--- src/rtl/core/crt_pkg.sv ---
// Package: types, register indexes and constants of the charge request and termination core.
`default_nettype none
package crt_pkg;

  localparam int unsigned NumEndTests = 5;
  localparam int unsigned CfgIdxW = 3;
  localparam int unsigned CfgDataW = 16;

  typedef enum logic [CfgIdxW-1:0] {
    CfgEndCurrent = 3'd0,
    CfgCellVoltLimit = 3'd1,
    CfgTaperVolt = 3'd2,
    CfgTempHigh = 3'd3,
    CfgTempLow = 3'd4
  } crt_cfg_idx_e;

  localparam logic [15:0] EndCurrentRst = 16'd30;
  localparam logic [15:0] CellVoltRst = 16'd36500;
  localparam logic [15:0] TaperVoltRst = 16'd36300;
  localparam logic [7:0] TempHighRst = 8'd95;
  localparam logic [7:0] TempLowRst = 8'd40;

  localparam logic [13:0] SocFullLevel = 14'd9980;
  localparam logic [2:0] MsgTimeoutCount = 3'd5;
  localparam logic [1:0] TaperHoldLast = 2'd3;
  localparam logic [1:0] AlarmLevel = 2'd2;

  // expiry thresholds: soc, low current, overvoltage, temp high, temp low
  localparam logic [2:0] DebLimit [NumEndTests] = '{3'd5, 3'd5, 3'd3, 3'd3, 3'd3};

  // floor(7 * x / 10) as floor(x * TaperMul / 2^TaperShift), exact for 16-bit x
  localparam int unsigned TaperShift = 22;
  localparam logic [21:0] TaperMul = 22'd2936017;

  typedef struct packed {
    logic [13:0] state_of_charge;
    logic signed [15:0] pack_current;
    logic [15:0] peak_cell_volt;
    logic [7:0] peak_cell_temp;
    logic [7:0] lowest_cell_temp;
    logic switch_off_fault;
    logic charger_fault;
    logic [15:0] charge_current_limit;
    logic [7:0] fault_levels;
    logic message_received;
  } crt_in_t;

  typedef struct packed {
    logic [15:0] current_request;
    logic stop_charge;
    logic temp_high_alarm;
    logic temp_low_alarm;
    logic overcurrent_alarm;
    logic insulation_alarm;
    logic message_timeout;
    logic any_fault;
  } crt_out_t;

endpackage
`default_nettype wire

--- src/rtl/core/crt_if.sv ---
// Interfaces: input, result and configuration channels.
`default_nettype none
interface crt_in_if;
  import crt_pkg::*;
  logic valid;
  logic ready;
  crt_in_t data;
  modport source (output valid, output data, input ready);
  modport sink (input valid, input data, output ready);
endinterface

interface crt_out_if;
  import crt_pkg::*;
  logic valid;
  logic ready;
  crt_out_t data;
  modport source (output valid, output data, input ready);
  modport sink (input valid, input data, output ready);
endinterface

interface crt_cfg_if;
  import crt_pkg::*;
  logic valid;
  logic ready;
  logic [CfgIdxW-1:0] index;
  logic [CfgDataW-1:0] data;
  modport source (output valid, output index, output data, input ready);
  modport sink (input valid, input index, input data, output ready);
endinterface
`default_nettype wire

--- src/rtl/core/charge_request_and_termination_core.sv ---
// Charge request and termination core: per-tick current request, end tests and flags.
//
// One input transaction per control tick on in_i gives exactly one result
// transaction on res_o. Registers are written through cfg_i (index 0..4),
// which is always ready; writes are meant for when no transaction is in flight.
// The input register takes the accepted transaction; request, debounce and flag
// logic then feed the result register, which drives res_o.
// Throughput: one transaction per cycle while res_o.ready holds; request and
// debounce state is updated as each transaction moves from the input register
// to the result register, so consecutive ticks see each other's state in order.
// When the receiver stalls, the result is held and the input register still
// takes one more transaction; in_i.ready drops only when both are full.
// Reset clears the request, debounce counts, taper and message state and
// loads the register defaults; no result is pending after reset.
`default_nettype none
module charge_request_and_termination_core
  import crt_pkg::*;
(
  input wire logic clk_i,
  input wire logic rst_ni,
  crt_in_if.sink in_i,
  crt_out_if.source res_o,
  crt_cfg_if.sink cfg_i
);

  logic [15:0] end_cur_q, cell_volt_q, taper_volt_q;
  logic [7:0] temp_high_q, temp_low_q;

  logic in_valid_q, out_valid_q;
  crt_in_t in_q;
  crt_out_t out_q, out_d;
  logic advance;

  logic [15:0] last_req_q, last_req_d;
  logic [2:0] deb_q [NumEndTests];
  logic [2:0] deb_d [NumEndTests];
  logic armed_off_q, armed_off_d;
  logic [1:0] hold_q, hold_d;
  logic [2:0] msg_cnt_q, msg_cnt_d;

  logic [15:0] base;
  logic [37:0] taper_prod;
  logic [NumEndTests-1:0] cond;
  logic [2:0] inc;
  logic expired;
  logic faults;

  assign cfg_i.ready = 1'b1;
  assign advance = in_valid_q && (!out_valid_q || res_o.ready);
  assign in_i.ready = !in_valid_q || advance;
  assign res_o.valid = out_valid_q;
  assign res_o.data = out_q;

  always_ff @(posedge clk_i or negedge rst_ni) begin
    if (!rst_ni) begin
      end_cur_q <= EndCurrentRst;
      cell_volt_q <= CellVoltRst;
      taper_volt_q <= TaperVoltRst;
      temp_high_q <= TempHighRst;
      temp_low_q <= TempLowRst;
    end else if (cfg_i.valid) begin
      case (cfg_i.index)
        CfgEndCurrent: end_cur_q <= cfg_i.data;
        CfgCellVoltLimit: cell_volt_q <= cfg_i.data;
        CfgTaperVolt: taper_volt_q <= cfg_i.data;
        CfgTempHigh: temp_high_q <= cfg_i.data[7:0];
        CfgTempLow: temp_low_q <= cfg_i.data[7:0];
        default: ;
      endcase
    end
  end

  always_comb begin
    base = (last_req_q <= end_cur_q) ? in_q.charge_current_limit : last_req_q;
    if (base > in_q.charge_current_limit) begin
      base = in_q.charge_current_limit;
    end
    taper_prod = 38'(base) * 38'(TaperMul);
    armed_off_d = armed_off_q;
    hold_d = hold_q;
    if ((in_q.peak_cell_volt >= taper_volt_q) && !armed_off_q) begin
      armed_off_d = 1'b1;
      last_req_d = taper_prod[TaperShift +: 16];
    end else begin
      if (hold_q >= TaperHoldLast) begin
        hold_d = '0;
        armed_off_d = 1'b0;
      end else begin
        hold_d = hold_q + 2'd1;
      end
      last_req_d = base;
    end
  end

  always_comb begin
    cond[0] = in_q.state_of_charge >= SocFullLevel;
    cond[1] = 17'(signed'(in_q.pack_current)) < signed'({1'b0, end_cur_q});
    cond[2] = in_q.peak_cell_volt > cell_volt_q;
    cond[3] = in_q.peak_cell_temp > temp_high_q;
    cond[4] = in_q.lowest_cell_temp < temp_low_q;
    expired = 1'b0;
    inc = '0;
    for (int i = 0; i < NumEndTests; i++) begin
      deb_d[i] = deb_q[i];
      if (!expired) begin
        inc = deb_q[i] + 3'd1;
        if (!cond[i]) begin
          deb_d[i] = '0;
        end else if (inc > DebLimit[i]) begin
          deb_d[i] = '0;
          expired = 1'b1;
        end else begin
          deb_d[i] = inc;
        end
      end
    end
  end

  always_comb begin
    faults = in_q.switch_off_fault || in_q.charger_fault;
    if (!in_q.message_received) begin
      msg_cnt_d = '0;
    end else if (msg_cnt_q < MsgTimeoutCount) begin
      msg_cnt_d = msg_cnt_q + 3'd1;
    end else begin
      msg_cnt_d = msg_cnt_q;
    end
    out_d.current_request = last_req_d;
    out_d.stop_charge = expired || faults;
    out_d.temp_high_alarm = in_q.fault_levels[1:0] == AlarmLevel;
    out_d.temp_low_alarm = in_q.fault_levels[3:2] == AlarmLevel;
    out_d.overcurrent_alarm = in_q.fault_levels[5:4] == AlarmLevel;
    out_d.insulation_alarm = in_q.fault_levels[7:6] == AlarmLevel;
    out_d.message_timeout = msg_cnt_d >= MsgTimeoutCount;
    out_d.any_fault = faults;
  end

  always_ff @(posedge clk_i or negedge rst_ni) begin
    if (!rst_ni) begin
      in_valid_q <= 1'b0;
      out_valid_q <= 1'b0;
      last_req_q <= '0;
      armed_off_q <= 1'b0;
      hold_q <= '0;
      msg_cnt_q <= '0;
      for (int i = 0; i < NumEndTests; i++) begin
        deb_q[i] <= '0;
      end
    end else begin
      if (in_i.ready) begin
        in_valid_q <= in_i.valid;
      end
      if (advance) begin
        out_valid_q <= 1'b1;
        last_req_q <= last_req_d;
        armed_off_q <= armed_off_d;
        hold_q <= hold_d;
        msg_cnt_q <= msg_cnt_d;
        for (int i = 0; i < NumEndTests; i++) begin
          deb_q[i] <= deb_d[i];
        end
      end else if (res_o.ready) begin
        out_valid_q <= 1'b0;
      end
    end
  end

  always_ff @(posedge clk_i) begin
    if (in_i.valid && in_i.ready) begin
      in_q <= in_i.data;
    end
    if (advance) begin
      out_q <= out_d;
    end
  end

endmodule
`default_nettype wire
--- src/flat_wrapper.sv ---
// flat-port wrapper written by rule: the top's interface ports become plain ports
module charge_request_and_termination_core_flat import crt_pkg::*;
  (clk_i, rst_ni, in_i_valid, in_i_data, in_i_ready, res_o_valid, res_o_data, res_o_ready, cfg_i_valid, cfg_i_index, cfg_i_data, cfg_i_ready);
  crt_in_if in_i_i ();
  crt_out_if res_o_i ();
  crt_cfg_if cfg_i_i ();
  input wire logic clk_i;
  input wire logic rst_ni;
  input wire logic [$bits(in_i_i.valid)-1:0] in_i_valid;
  input wire logic [$bits(in_i_i.data)-1:0] in_i_data;
  output wire logic [$bits(in_i_i.ready)-1:0] in_i_ready;
  output wire logic [$bits(res_o_i.valid)-1:0] res_o_valid;
  output wire logic [$bits(res_o_i.data)-1:0] res_o_data;
  input wire logic [$bits(res_o_i.ready)-1:0] res_o_ready;
  input wire logic [$bits(cfg_i_i.valid)-1:0] cfg_i_valid;
  input wire logic [$bits(cfg_i_i.index)-1:0] cfg_i_index;
  input wire logic [$bits(cfg_i_i.data)-1:0] cfg_i_data;
  output wire logic [$bits(cfg_i_i.ready)-1:0] cfg_i_ready;
  assign in_i_i.valid = in_i_valid;
  assign in_i_i.data = in_i_data;
  assign in_i_ready = in_i_i.ready;
  assign res_o_valid = res_o_i.valid;
  assign res_o_data = res_o_i.data;
  assign res_o_i.ready = res_o_ready;
  assign cfg_i_i.valid = cfg_i_valid;
  assign cfg_i_i.index = cfg_i_index;
  assign cfg_i_i.data = cfg_i_data;
  assign cfg_i_ready = cfg_i_i.ready;
  charge_request_and_termination_core u_core (.clk_i(clk_i), .rst_ni(rst_ni), .in_i(in_i_i), .res_o(res_o_i), .cfg_i(cfg_i_i));
endmodule
--- config.mk ---
export PLATFORM = sky130hd
export DESIGN_NAME = charge_request_and_termination_core_flat
export DESIGN_NICKNAME = d
export VERILOG_FILES = /design/src/rtl/core/crt_pkg.sv /design/src/rtl/core/crt_if.sv /design/src/rtl/core/charge_request_and_termination_core.sv /design/src/flat_wrapper.sv
export SDC_FILE = /design/constraint.sdc
export NUM_CORES = 1
export LEC_CHECK = 0
export BUFFER_PORTS_ARGS = -buffer_cell sky130_fd_sc_hd__clkbuf_2
export CORE_MARGIN = 1
export CORE_UTILIZATION = 55
export DETAILED_ROUTE_END_ITERATION = 8
export PLACE_DENSITY = 0.74
export SLEW_MARGIN = 20
export SYNTH_ARGS = -nofsm -noshare
export SYNTH_HDL_FRONTEND = slang
export SYNTH_SLANG_ARGS = --single-unit
--- constraint.sdc ---
create_clock -name clk_i -period 11.22 [get_ports clk_i]
set_clock_uncertainty 0.05 [all_clocks]
set_input_delay 0.561 -clock clk_i [delete_from_list [all_inputs] [get_ports clk_i]]
set_output_delay 0.561 -clock clk_i [all_outputs]
set_load 0.005 [all_outputs]
==> results.tsv <==
metric	value	unit
status	complete, no violations	
post-CTS sizing	0	
Yosys reg bits	213	
fin nets	2114	
CTS Root Buffer Type	clkbuf_16	
Critical Path Fanout Max	20	
Post-Synthesis Cells	1508	
die height	172	um
post-synthesis cell type count	73	
CP most frequent cell	fa_1	
largest net degree at the start of global routing	79	
Worst path slowest cell	fa_1	
min cycle time layout	10.59	ns
RSZ-0062 raised after global routing	false	
setup TNS	0	ns
First DRT Iteration DRCs	666	
area grow syn2layout	13.0	%
Post-synth EDFFs	110	
synth warn	0	
via count	11400	
Critical Path End	u_core.res_o.data[22]$_DFFE_PP_	
clock buffer depth	3	
reg2reg end	u_core.res_o.data[22]$_DFFE_PP_	
DRC Markers	0	
share of the synthesized area in the top cell type	20.8	%
initial antenna violation count	0	
slowest stage delay, CP	0.56	ns
Slew @ Worst Pin	1.04	ns
post-route ant nets	0	
core area	0.0281	mm^2
Hold Fails Final Rpt	0	
WP data arrival	10.81	ns
main flop type after synthesis	edfxtp_1	
Worst-path clk slew	0.07	ns
Critical Path End Type	register	
Die X-Extent	172	um
I/O pin count	139	
DRT Pass-1 Iters	5	
first-pass GRT wire length	58500	um
worst-skew pair later-pin latency	0.53	ns
maxcap violations	0	
Rows	61	
Slew HR	30.9	%
die area	0.0296	mm^2
CTS sink cnt	213	
critical path class	reg2reg	
Filler cells	2340	
total routed wirelength	36800	um
via/cell ratio	5.53	
Fmax	0.0944	GHz
Starting Density	56.7	%
mean routed wirelength per cell	17.8	um
Syn Nets	1953	
TritonCTS clock tree	done	
GRT Resource Usage Total	25.9	%
Placer Congestion	0.944	
IO Port Bufs	135	
vias in the first global route	11500	
r2r setup slk	0.63	ns
worst hold-check path type	in2reg	
Async S/R FF share, synth	48.4	%
total congestion overflow	0	
mean area per synthesized cell	10.6	um^2
Post-CTS Setup Bufs	0	
Setup-failing EPs final	0	
DP HPWL	29300	um
H-tree lvl count	1	
worst path required time	11.44	ns
Post-synth top cells	inv_1, ha_1, nand2_1	
Tcrit/Tclk final	94.4	%
pins over their slew limit	0	
Synth Cell Area	0.0159	mm^2
register area share after synthesis	37.2	%
worst r2r src	u_core.last_req_q[14]$_DFFE_PN0P_	
CP Launch Point	u_core.last_req_q[14]$_DFFE_PN0P_	
ratio of cells with drive above 1 in the final layout	17.2	%
Synth area leader	edfxtp_1	
cell with the most instances after synthesis	inv_1	
CTS Buf Count	23	
Critical Path Start Type	register	
top cells by area, synth	edfxtp_1, ha_1, dfrtp_1	
Reg2Reg Depth	35	
ANT cells	0	
[registers in the layout, summed over array words and instances, names as in the netlist]
register,flops
u_core.last_req_q,16
u_core.deb_q,15
u_core.taper_volt_q,16
u_core.armed_off_q,1
u_core.res_o.valid,1
u_core.in_q,87
u_core.hold_q,2
u_core.msg_cnt_q,3
u_core.end_cur_q,16
u_core.temp_low_q,8
u_core.temp_high_q,8
u_core.res_o.data,23
u_core.in_valid_q,1
u_core.cell_volt_q,16
[how the worst min path moves through the flow]
stage,startpoint,end,slack [ns],cells after the start
2_1_floorplan,rst_ni,u_core.armed_off_q$_DFFE_PN0P_,0.22,0
3_3_place_gp,u_core.in_valid_q$_DFFE_PN0N_,u_core.res_o.valid$_DFFE_PN0P_,0.42,1
3_5_place_dp,rst_ni,u_core.temp_low_q[7]$_DFFE_PN0P_,0.44,1
4_1_cts,in_i_data[27],u_core.in_q[27]$_DFFE_PP_,0.14,1
5_1_grt,in_i_data[79],u_core.in_q[79]$_DFFE_PP_,0.15,1
6_report,in_i_data[31],u_core.in_q[31]$_DFFE_PP_,0.16,1
[layout make-up]
type	instances	area, um^2	area share (%)
multi-input combinational	998	8890	49.4
sequential	213	5910	32.9
inverter	265	995	5.53
timing repair buffer	168	948	5.27
clock buffer	32	682	3.79
tap	378	473	2.63
clock inverter	10	81.3	0.452
[per-stage QoR]
stage               setup WS (ns)  util, %  instances  instance area (um^2)  hold WS, ns
global placement            0.943     61.2       2020                 17200        0.419
detailed placement          0.839     61.2       2020                 17200        0.439
finish                      0.630     64.0       2064                 18000        0.157
global route              0.00793     64.0       2064                 18000        0.145
CTS                         0.784     63.9       2063                 18000        0.143
floorplan                    1.34        -       1508                 15900        0.215
[layer usage]
| layer | global-route usage [%] | part of all wire, % | up-vias |
|---|---|---|---|
| li1 | - | - | 5495 |
| met1 | 36.0 | 46 | 5549 |
| met2 | 42.6 | 47 | 296 |
| met3 | 3.11 | 4.7 | 64 |
| met4 | 7.20 | 2.6 | 0 |
| met5 | 0 | 0 | - |
[placed cells by master (no fill, tap or decap), drive strengths merged, types with 6 or more instances in the layout]
master	Yosys	routed
nor4	9	9
a21o	40	40
a211oi	9	9
xor2	9	9
dfrtp	76	76
inv	265	266
nor2b	22	22
nor2	48	48
nand2b	17	17
fa	90	90
mux2	38	38
clkbuf	25	166
and2	9	9
nand3	15	15
clkinv	0	7
nor3	12	12
and3	7	7
xnor2	11	11
o31ai	7	7
a21oi	71	71
o21bai	6	6
dfstp	27	27
edfxtp	110	110
o21ai	111	111
buf	7	33
ha	242	242
nand2	122	122
a31oi	6	6
nand4	18	18
[kinds of logic (layout without fill, tap and decap cells)]
group	Yosys count	in the layout	synth area share (%)
adder cells (fa/ha/maj)	332	332	30.3
AO/OA/AOI/OAI	302	302	12.1
AND/OR/NAND/NOR	300	300	9.19
buffers and inverters	297	475	7.05
flip-flops	213	213	37.2
multiplexers	43	43	3.00
XOR/XNOR	20	20	1.10
other	1	1	0.0236
[timing repair]
item / CTS / global route
hold endpoints to repair: 23 / 0
hold buffers: 1 / 0
setup endpoints to repair: 0 / 0
[worst max-delay path: cells and delay by family, from the launching register on]
kind / cells / cell delay (ns)
adders and majority gates: 9 / 3.84
and+or+nand+nor: 11 / 2.64
AOI/OAI and AO/OA: 7 / 1.94
buffers and inverters: 6 / 0.73
muxes: 2 / 0.64
DFF: 1 / 0.44
Power is left out: the tool's default activity adds up to more than one toggle a clock period on the data nets, which glitch-free logic cannot reach.
